--- config.mk ---
export PLATFORM = sky130hd
export DESIGN_NAME = keyword_redaction_masker
export DESIGN_NICKNAME = d
export VERILOG_FILES = /design/src/rtl/core/krm_pkg.sv /design/src/rtl/core/keyword_redaction_masker.sv /design/src/rtl/core/krm_cell.sv
export VERILOG_INCLUDE_DIRS = /design/src /design/src/rtl/core
export SDC_FILE = /design/constraint.sdc
export NUM_CORES = 2
export LEC_CHECK = 0
export BUFFER_PORTS_ARGS = -buffer_cell sky130_fd_sc_hd__buf_4
export CAP_MARGIN = 20
export CORE_AREA = 2 2 420 422
export CTS_CLUSTER_DIAMETER = 80
export CTS_CLUSTER_SIZE = 24
export DETAILED_ROUTE_END_ITERATION = 7
export DIE_AREA = 0 0 422 424
export GPL_TIMING_DRIVEN = 0
export PLACE_DENSITY = 0.49
export SLEW_MARGIN = 20
export SYNTH_ARGS = -nofsm -noshare
export SYNTH_HDL_FRONTEND = slang
export SYNTH_SLANG_ARGS = --single-unit
export TNS_END_PERCENT = 10
--- constraint.sdc ---
create_clock -name i_clk -period 16.09 [get_ports i_clk]
set_clock_uncertainty 0.05 [all_clocks]
set_input_delay 0.8045 -clock i_clk [delete_from_list [all_inputs] [get_ports i_clk]]
set_output_delay 0.8045 -clock i_clk [all_outputs]
set_load 0.02 [all_outputs]
--- src/rtl/core/keyword_redaction_masker_assert.svh ---
// Assertion macros for the keyword masker RTL, included by krm_cell.
`ifndef KEYWORD_REDACTION_MASKER_ASSERT_SVH
`define KEYWORD_REDACTION_MASKER_ASSERT_SVH

// Condition must never be true while out of reset.
`define KRM_ASSERT_NEVER(lbl, clk, rstn, cond, msg) \
    lbl: assert property (@(posedge clk) disable iff (!(rstn)) !(cond)) \
        else $error(msg);

// Antecedent in one cycle implies consequent in the next.
`define KRM_ASSERT_NEXT(lbl, clk, rstn, ante, cons, msg) \
    lbl: assert property (@(posedge clk) disable iff (!(rstn)) (ante) |=> (cons)) \
        else $error(msg);

`endif

--- src/rtl/core/krm_pkg.sv ---
// Shared constants and types for the keyword masker.
package krm_pkg;

    localparam int NUM_WORDS      = 6;
    localparam int MAX_WORD_LEN   = 8;
    localparam int CHAR_W         = 8;
    localparam int WORD_W         = MAX_WORD_LEN * CHAR_W;
    localparam int FILL_W         = $clog2(MAX_WORD_LEN);
    localparam int LEN_W          = $clog2(MAX_WORD_LEN + 1);
    localparam int COUNT_W        = $clog2(NUM_WORDS + 1);
    localparam int CFG_IDX_W      = $clog2(NUM_WORDS + 1);
    localparam int CFG_DATA_W     = WORD_W;

    localparam logic [CHAR_W-1:0] MASK_CHAR = 8'h23;

    // register indexes
    localparam logic [CFG_IDX_W-1:0] REG_WORD_COUNT = CFG_IDX_W'(0);
    localparam int                   REG_WORD_FIRST = 1;

    typedef struct packed {
        logic              last;
        logic [CHAR_W-1:0] chr;
    } t_item;

    typedef struct packed {
        logic              active;
        logic [WORD_W-1:0] word;
    } t_word_cfg;

endpackage

--- src/rtl/core/keyword_redaction_masker.sv ---
// Top level: config registers, uppercase front end and the chain of keyword cells.
// Path: one output register per cell, NUM_WORDS (6) cells in the chain; each active
//   cell also holds up to (keyword length - 1) bytes until more text or the last byte.
// Throughput: one transaction per cycle while downstream is ready; after a last byte each
//   cell drains its window one byte per cycle while its output is free, stalling its input.
// Reset (synchronous, active low): clears config, fill counts, blocks, flushes, valids.
module keyword_redaction_masker import krm_pkg::*; (
    input  logic                  i_clk,
    input  logic                  i_rst_n,
    // configuration write port
    input  logic                  i_cfg_we,
    input  logic [CFG_IDX_W-1:0]  i_cfg_idx,
    input  logic [CFG_DATA_W-1:0] i_cfg_data,
    // input stream
    input  logic                  s_axis_tvalid,
    output logic                  s_axis_tready,
    input  logic [7:0]            s_axis_tdata,   // [7:0] in_char
    input  logic                  s_axis_tlast,   // in_last
    // output stream
    output logic                  m_axis_tvalid,
    input  logic                  m_axis_tready,
    output logic [7:0]            m_axis_tdata,   // [7:0] out_char
    output logic                  m_axis_tlast    // out_last
);

    // Configuration registers; the word count takes the low COUNT_W data bits, saturated at the number of cells.
    logic [COUNT_W-1:0] r_word_count;
    logic [WORD_W-1:0]  r_words [NUM_WORDS];
    logic [COUNT_W-1:0] cnt_wr;

    assign cnt_wr = (i_cfg_data[COUNT_W-1:0] > COUNT_W'(NUM_WORDS))
                  ? COUNT_W'(NUM_WORDS) : i_cfg_data[COUNT_W-1:0];

    always_ff @(posedge i_clk) begin
        if (!i_rst_n) begin
            r_word_count <= '0;
            for (int s = 0; s < NUM_WORDS; s++) begin
                r_words[s] <= '0;
            end
        end else if (i_cfg_we) begin
            if (i_cfg_idx == REG_WORD_COUNT) begin
                r_word_count <= cnt_wr;
            end
            for (int s = 0; s < NUM_WORDS; s++) begin
                if (i_cfg_idx == CFG_IDX_W'(REG_WORD_FIRST + s)) begin
                    r_words[s] <= i_cfg_data[WORD_W-1:0];
                end
            end
        end
    end

    // Links between cells: index 0 is the block input, NUM_WORDS the block output.
    logic  link_valid [NUM_WORDS+1];
    logic  link_ready [NUM_WORDS+1];
    t_item link_item  [NUM_WORDS+1];

    // Lowercase ASCII letters become uppercase before the first cell.
    assign link_item[0].last = s_axis_tlast;
    assign link_item[0].chr  = (s_axis_tdata >= 8'h61 && s_axis_tdata <= 8'h7A)
                             ? s_axis_tdata - 8'h20 : s_axis_tdata;

    assign link_valid[0]         = s_axis_tvalid;
    assign s_axis_tready         = link_ready[0];
    assign link_ready[NUM_WORDS] = m_axis_tready;

    for (genvar s = 0; s < NUM_WORDS; s++) begin : g_cell
        t_word_cfg cell_cfg;

        // A cell at or above the word count only passes text on.
        assign cell_cfg.active = (COUNT_W'(s) < r_word_count);
        assign cell_cfg.word   = r_words[s];

        krm_cell u_cell (
            .i_clk      (i_clk),
            .i_rst_n    (i_rst_n),
            .i_cfg      (cell_cfg),
            .i_up_valid (link_valid[s]),
            .o_up_ready (link_ready[s]),
            .i_up_item  (link_item[s]),
            .o_dn_valid (link_valid[s+1]),
            .i_dn_ready (link_ready[s+1]),
            .o_dn_item  (link_item[s+1])
        );
    end

    assign m_axis_tvalid = link_valid[NUM_WORDS];
    assign m_axis_tdata  = link_item[NUM_WORDS].chr;
    assign m_axis_tlast  = link_item[NUM_WORDS].last;

endmodule

--- src/rtl/core/krm_cell.sv ---
// One keyword stage: sliding window, match and mask, registered output.
`include "keyword_redaction_masker_assert.svh"

module krm_cell import krm_pkg::*; (
    input  logic      i_clk,
    input  logic      i_rst_n,
    input  t_word_cfg i_cfg,
    input  logic      i_up_valid,
    output logic      o_up_ready,
    input  t_item     i_up_item,
    output logic      o_dn_valid,
    input  logic      i_dn_ready,
    output t_item     o_dn_item
);

    function automatic logic [LEN_W-1:0] word_len(input logic [WORD_W-1:0] w);
        logic [LEN_W-1:0] n;
        logic             stop;
        n    = '0;
        stop = 1'b0;
        for (int k = 0; k < MAX_WORD_LEN; k++) begin
            if (w[k*CHAR_W +: CHAR_W] == '0) begin
                stop = 1'b1;
            end else if (!stop) begin
                n = n + LEN_W'(1);
            end
        end
        return n;
    endfunction

    logic [CHAR_W-1:0] r_win [MAX_WORD_LEN];
    logic [CHAR_W-1:0] n_win [MAX_WORD_LEN];
    logic [FILL_W-1:0] r_fill, n_fill;
    logic [FILL_W-1:0] r_bl, n_bl;
    logic              r_flush, n_flush;
    logic              r_ovalid;
    t_item             r_oitem;

    logic [LEN_W-1:0]  len, eff, fill_x, fill_app;
    logic              out_free, drain, take, full, hit, match_ok;
    logic              emit;
    t_item             emit_item;
    logic [CHAR_W-1:0] w_app   [MAX_WORD_LEN];
    logic [CHAR_W-1:0] w_msk   [MAX_WORD_LEN];
    logic [CHAR_W-1:0] src     [MAX_WORD_LEN];
    logic [CHAR_W-1:0] shifted [MAX_WORD_LEN];

    always_comb begin
        len      = i_cfg.active ? word_len(i_cfg.word) : '0;
        eff      = (len == '0) ? LEN_W'(1) : len;
        fill_x   = LEN_W'(r_fill);
        fill_app = fill_x + LEN_W'(1);
        full     = (fill_app == eff);
        out_free = !r_ovalid || i_dn_ready;
        // flushing at message end, or window at or over the word length after a config change
        drain    = r_flush || (fill_x >= eff);
        take     = i_up_valid && out_free && !drain;

        match_ok = 1'b1;
        for (int k = 0; k < MAX_WORD_LEN; k++) begin
            w_app[k] = (FILL_W'(k) == r_fill) ? i_up_item.chr : r_win[k];
            if (LEN_W'(k) < len && w_app[k] != i_cfg.word[k*CHAR_W +: CHAR_W]) begin
                match_ok = 1'b0;
            end
        end
        hit = (len != '0) && (r_bl == '0) && match_ok;

        for (int k = 0; k < MAX_WORD_LEN; k++) begin
            w_msk[k] = (hit && LEN_W'(k) < len) ? MASK_CHAR : w_app[k];
            src[k]   = drain ? r_win[k] : w_msk[k];
        end
        for (int k = 0; k < MAX_WORD_LEN; k++) begin
            shifted[k] = (k < MAX_WORD_LEN - 1) ? src[(k + 1) % MAX_WORD_LEN] : '0;
        end
    end

    assign o_up_ready = out_free && !drain;

    always_comb begin
        n_win          = r_win;
        n_fill         = r_fill;
        n_bl           = r_bl;
        n_flush        = r_flush;
        emit           = 1'b0;
        emit_item.chr  = src[0];
        emit_item.last = 1'b0;
        if (out_free) begin
            if (drain) begin
                emit   = 1'b1;
                n_win  = shifted;
                n_fill = r_fill - FILL_W'(1);
                n_bl   = (r_bl != '0) ? r_bl - FILL_W'(1) : '0;
                if (r_flush && r_fill == FILL_W'(1)) begin
                    emit_item.last = 1'b1;
                    n_flush        = 1'b0;
                end
            end else if (take) begin
                if (full) begin
                    emit   = 1'b1;
                    n_win  = shifted;
                    n_fill = r_fill;
                    if (hit) begin
                        n_bl = FILL_W'(len - LEN_W'(1));
                    end else begin
                        n_bl = (r_bl != '0) ? r_bl - FILL_W'(1) : '0;
                    end
                end else begin
                    n_win  = w_app;
                    n_fill = r_fill + FILL_W'(1);
                end
                if (i_up_item.last) begin
                    n_bl = '0;
                    if (full && r_fill == '0) begin
                        emit_item.last = 1'b1;
                    end else begin
                        n_flush = 1'b1;
                    end
                end
            end
        end
    end

    always_ff @(posedge i_clk) begin
        r_win <= n_win;
        if (out_free) begin
            r_oitem <= emit_item;
        end
        if (!i_rst_n) begin
            r_fill   <= '0;
            r_bl     <= '0;
            r_flush  <= 1'b0;
            r_ovalid <= 1'b0;
        end else begin
            r_fill  <= n_fill;
            r_bl    <= n_bl;
            r_flush <= n_flush;
            if (out_free) begin
                r_ovalid <= emit;
            end
        end
    end

    assign o_dn_valid = r_ovalid;
    assign o_dn_item  = r_oitem;

    `KRM_ASSERT_NEVER(a_flush_nonempty, i_clk, i_rst_n, r_flush && r_fill == '0, "flush with empty window")
    `KRM_ASSERT_NEVER(a_block_within_fill, i_clk, i_rst_n, r_bl > r_fill, "match block exceeds window")
    `KRM_ASSERT_NEXT(a_flush_emits, i_clk, i_rst_n, r_flush && out_free, r_ovalid, "flush cycle gave no output")

endmodule
-- Word-level counts from Yosys, hierarchy flattened
Memory sizes are Yosys's and may differ from the RTL's.
Index checks and enable logic that the tools add are counted.
- flip-flop bits (word level): 489
- latch bits: 0
- RAM bits: 384
- memory bits (read-only): 0
- bits of input ports: 81
- output and inout bits: 11
- memories kept: 1
- add/subtract/negate cells: 73
- multipliers: 0
- divide/modulo/power cells: 0
- magnitude comparators: 63
- eq/ne operators: 126
- shift-type cells: 0
- mux-type cells: 519
- bitwise logic cells: 6
- reductions and logical operators: 285
- memories (memory ; depth ; width ; rd ports ; clocked after memory_dff ; wr ports ; RTL line ; source):
    r_words ; 6 ; 64 ; 6 ; 0 ; 6 ; keyword_redaction_masker.sv:28 ; logic [WORD_W-1:0] r_words [NUM_WORDS];
- operators with widths (operator ; count):
    $mux 64 ; 24
    $mux 8 ; 145
    $logic_not 8->1 ; 48
    $mux 4 ; 96
    $ne 8x8->1 ; 48
    $mux 1 ; 199
    $mux 3 ; 55
    $add 4x1->4 const B ; 36
    $logic_and 1x1->1 ; 139
    $lt 3x4->1 const A ; 24
    $eq 3x3->1 const A ; 24
    $sub 3x1->3 const B ; 18
    $lt 1x4->1 const A ; 12
    $lt 2x4->1 const A ; 12
    $logic_not 3->1 ; 13
    $eq 2x3->1 const A ; 12
    $reduce_and 3->1 ; 12
    $reduce_bool 3->1 ; 12
    $reduce_and 5->1 ; 6
    $add 3x1->4 const B ; 6
    $eq 4x4->1 ; 6
    $ge 3x4->1 ; 6
    $logic_not 4->1 ; 6
    $ne 2x1->1 const B ; 12
    other kinds (20) ; 101

-- Logic depth before layout (Yosys ltp)
An unclocked memory read counts as a cell.
- word-level depth: 44
- mapped depth: 40
- depth with buffers taken out: 39

-- Cells and area by module
Synthesis repeated with hierarchy kept, for this count alone.
- cells, all modules: 5837
- area, all modules: 58976.6 sq um
- modules (own cells, without submodules) (module ; instances ; cells an instance ; area each (sq um) ; sequential area each (sq um)):
    krm_cell (g_cell[0].u_cell ...) ; 4 ; 850 ; 7532.2 ; 2352.3
    keyword_redaction_masker ; 1 ; 853 ; 14541.4 ; 11591.1
    krm_cell (g_cell[5].u_cell) ; 1 ; 810 ; 7259.5 ; 2352.3
    krm_cell (g_cell[2].u_cell) ; 1 ; 774 ; 7046.8 ; 2352.3

-- Worst setup path before layout
OpenSTA, ideal clock, no wires.
- path type: register to register
- from: memory r_words[2][17] (netlist bit)
- to: register g_cell[2].u_cell.r_bl[0]
- data arrival time: 11.514 ns
- required time: 15.918 ns
- path slack: 4.404 ns
- cell stages (with the launch flop): 36
- cells stage by stage: edfxtp_1 nor4_1 nand2_1 o21ai_0 inv_1 ha_1 nor2_1 nor2_1 ha_1 nand2_1 a31oi_1 ha_1 nand3_1 nand2_1 ha_1 mux2_2 and3_1 nor2_1 inv_1 ha_1 nor4b_1 a311o_1 ha_1 inv_1 o21ai_0 ha_1 nand2b_1 a21oi_1 nor2b_1 o32ai_1 or2_2 buf_2 a211oi_1 o21ai_0 nand2_1 o22ai_1
- RTL lines (element ; RTL line ; source):
    from (decl) ; keyword_redaction_masker.sv:28 ;
    to (signal assigned) ; krm_cell.sv:135 ; r_bl <= n_bl;
    to (decl) ; krm_cell.sv:34 ; logic [FILL_W-1:0] r_bl, n_bl;

==> results_dict.tcl <==
set metrics [dict create \
    synth_enable_flop_cells 822 \
    p_sw_share_pct 47.3 \
    type_of_the_worst_setup_path "flip-flop to primary output" \
    regToRegEndpoint "g_cell[0].u_cell.r_win[60]" \
    finalWorstSetupSlack_ps 4470 \
    cts_buffers 71 \
    cts-root-to-sink-buffers 3 \
    grt_pass1_wl_um 318000 \
    wire_per_inst_um 28.8 \
    worst_endpoint_required_time_ps 15240 \
    port_buffers 91 \
    yosysWarnings 0 \
    area_growth_from_synthesis_to_layout_pct 13.4 \
    cts_resized 0 \
    dr_total_vias 44600 \
    timing.critical_path.slowest_cell_delay_ps 970 \
    cts_root_buffer "sky130_fd_sc_hd__clkbuf_16" \
    top_level_ports 92 \
    global_route_total_overflow 0 \
    die_area_um2 179000 \
    clock_latency_ps 750 \
    drt_first_iter_violations 5361 \
    outcome "completed" \
    placementRows 154 \
    synthCells 5177 \
    hold_viol_final 0 \
    start_util_pct 30.7 \
    grt_util_all_layers_pct 24.5 \
    power_leakage_nw 22.2 \
    p_switching_mw 6.46 \
    clock_group_share_of_total_power_pct 14.5 \
    rrSetupSlack_ps 5720 \
    rr_worst_depth 38 \
    critPathLaunchType "flip-flop" \
    min_period_ps 11620 \
    finalWirelength_um 225000 \
    path_clk_slew_ps 100 \
    path_common_cell "sky130_fd_sc_hd__ha_1" \
    yosysSeqAreaShare_pct 47.9 \
    finalInstanceArea_um2 60900 \
    combinationalPowerShare_pct 53.6 \
    fmax_ghz 0.0860 \
    cpMaxStageDelayCell "sky130_fd_sc_hd__nor4_1" \
    critical_path_arrival_ps 10770 \
    route.detailed.vias_per_inst 5.71 \
    cts_tree "built" \
    min-delay-path-class "primary input to flip-flop" \
    critical_path.startpoint "r_words[2][13]" \
    max-slew-margin-rel_pct 24.7 \
    synth_nets 5361 \
    die_w_um 422 \
    worstPathMaxFanout 18 \
    number_of_global_route_vias_before_repair 42700 \
    final_layout_size_suffix_gt1_share_pct 7.96 \
    post-route-drc-count 0 \
    routabilityCongestion 0.967 \
    syn_area_per_cell_um2 10.4 \
    critical_path.endpoint_type "primary output" \
    max-vdd-ir-drop_mv 0.108 \
    ys_seq_elements 873 \
    maxCapViolations 0 \
    place_area_um2 58200 \
    num-nets-final 5566 \
    core_region_area_um2 175000 \
    holdBufCountCts 0 \
    cts-htree-levels 3 \
    power-per-cell-area_nw_per_um2 224 \
    post-dp-hpwl_um 170000 \
    synth_cell_types 104 \
    layout_commonest_cell "sky130_fd_sc_hd__edfxtp_1" \
    flip_flop_cell_with_the_highest_count_after_synthesis "sky130_fd_sc_hd__edfxtp_1" \
    grt_setup_unrepaired "false" \
    clock_sinks 873 \
    total_setup_violations_reported_at_the_end_of_the_flow 0 \
    max_slew_violations 0 \
    critical_path.reg2reg.startpoint "r_words[2][13]" \
    netlist_area_um2 53700 \
    seqPwrFrac_pct 31.9 \
    postLayoutCoreUtil_pct 34.8 \
    critical_path_end "s_axis_tready" \
    placement.setup.worst_slack_ps 5310 \
    drt_first_pass_iters 6 \
    ys_async_sr_fraction_pct 0 \
    drtAntennaViolNets 0 \
    worst-slew-pin-transition_ps 1120 \
    number_of_antenna_violations_at_the_first_check_in_global_routing 60 \
    die_height_um 424 \
    most-common-layout-cells "sky130_fd_sc_hd__edfxtp_1 (822), sky130_fd_sc_hd__and2_1 (412), sky130_fd_sc_hd__nor2_1 (392)" \
    grt_start_max_net_pins 51 \
    power.internal_mw 7.19 \
    post-cts-setup-buffers 0 \
    finalCritPeriodShare_pct 72.2 \
]
==> per-stage QoR <==
| step | TNS, ps | instances | total power [mW] | hold slack, ps |
|---|---|---|---|---|
| 6_report | 0 | 7820 | 13.6 | 362 |
| 5_1_grt | 0 | 7799 | 14.3 | 352 |
| 4_1_cts | 0 | 7780 | 13.5 | 327 |
| 3_5_place_dp | 0 | 7648 | 11.5 | 448 |
| 3_3_place_gp | -838 | 7608 | 11.4 | 435 |
| 2_1_floorplan | 0 | 5177 | 8.86 | 401 |
==> critical path: cells and delay by family, from the launching register on <==
| family | cells | cell delay [ps] |
|---|---|---|
| buf+inv | 7 | 1570 |
| fa+ha+maj | 7 | 2050 |
| flops | 1 | 440 |
| simple gates | 15 | 3710 |
| mux | 1 | 290 |
| compound gates | 7 | 1920 |
==> layout make-up <==
cell class | instances | area, um^2
Sequential cell | 873 | 25700
Clock buffer | 77 | 1830
Timing Repair Buffer | 132 | 1500
Buffer | 270 | 1070
Antenna cell | 39 | 97.6
Fill cell | 17800 | 114000
Multi-Input combinational cell | 3818 | 26200
Tap cell | 2340 | 2930
Inverter | 216 | 813
Clock inverter | 55 | 696
==> logic make-up after synthesis <==
group	count (synthesis)	share of synthesized area (%)
compound gates	1181	15.4
simple gates	1749	16.9
xor+xnor	409	6.74
fa+ha+maj	103	2.40
mux	376	7.13
flops	873	47.9
buf+inv	486	3.49
==> routing by layer <==
| metal | vias to the layer above | global-route usage, % | routed length (um) | share of wire [%] |
|---|---|---|---|---|
| met2 | 2133 | 39.3 | 103000 | 46 |
| li1 | 19800 | - | - | - |
| met1 | 22300 | 32.3 | 93200 | 41 |
| met4 | 8 | 11.8 | 11800 | 5.2 |
| met5 | - | 0 | 61 | 0.027 |
| met3 | 413 | 3.55 | 17600 | 7.8 |
==> synth_stat cells, drive strengths merged, types with 134 or more instances <==
cell type	count	area, um^2
a21oi	215	1090
and2	412	2580
clkbuf	221	830
edfxtp	822	24700
inv	214	803
mux2i	330	3310
nand2	361	1360
nor2	400	1510
nor4	156	995
o21ai	268	1350
xnor2	273	2390
xor2	134	1180
==> power by group through the flow <==
stage	clock, mW	combinational (mW)	sequential, mW
after floorplan	0	4.62	4.24
after global placement	0	6.90	4.54
after detailed placement	0	7.15	4.38
after CTS	2.01	7.18	4.34
after global routing	2.08	7.81	4.42
final	1.98	7.31	4.36
==> registers in the layout (all words and copies together) (netlist names) <==
| signal | count |
|---|---|
| g_cell.u_cell.o_dn_item | 54 |
| g_cell.u_cell.o_dn_valid | 6 |
| g_cell.u_cell.r_bl | 18 |
| g_cell.u_cell.r_fill | 18 |
| g_cell.u_cell.r_flush | 6 |
| g_cell.u_cell.r_win | 384 |
| r_word_count | 3 |
| r_words | 384 |
==> how the worst min path moves through the flow <==
stage	startpoint	to	slack, ps	cells past startpoint
CTS	s_axis_tvalid	g_cell[0].u_cell.o_dn_valid	330	3
floorplan	g_cell[4].u_cell.r_flush	g_cell[4].u_cell.r_flush	400	2
global route	s_axis_tvalid	g_cell[0].u_cell.o_dn_valid	350	3
detailed placement	g_cell[4].u_cell.r_flush	g_cell[4].u_cell.r_flush	450	2
global placement	g_cell[4].u_cell.r_flush	g_cell[4].u_cell.r_flush	430	2
finish	s_axis_tvalid	g_cell[0].u_cell.o_dn_valid	360	3
Note: power is estimated with default switching activity, not from simulation.
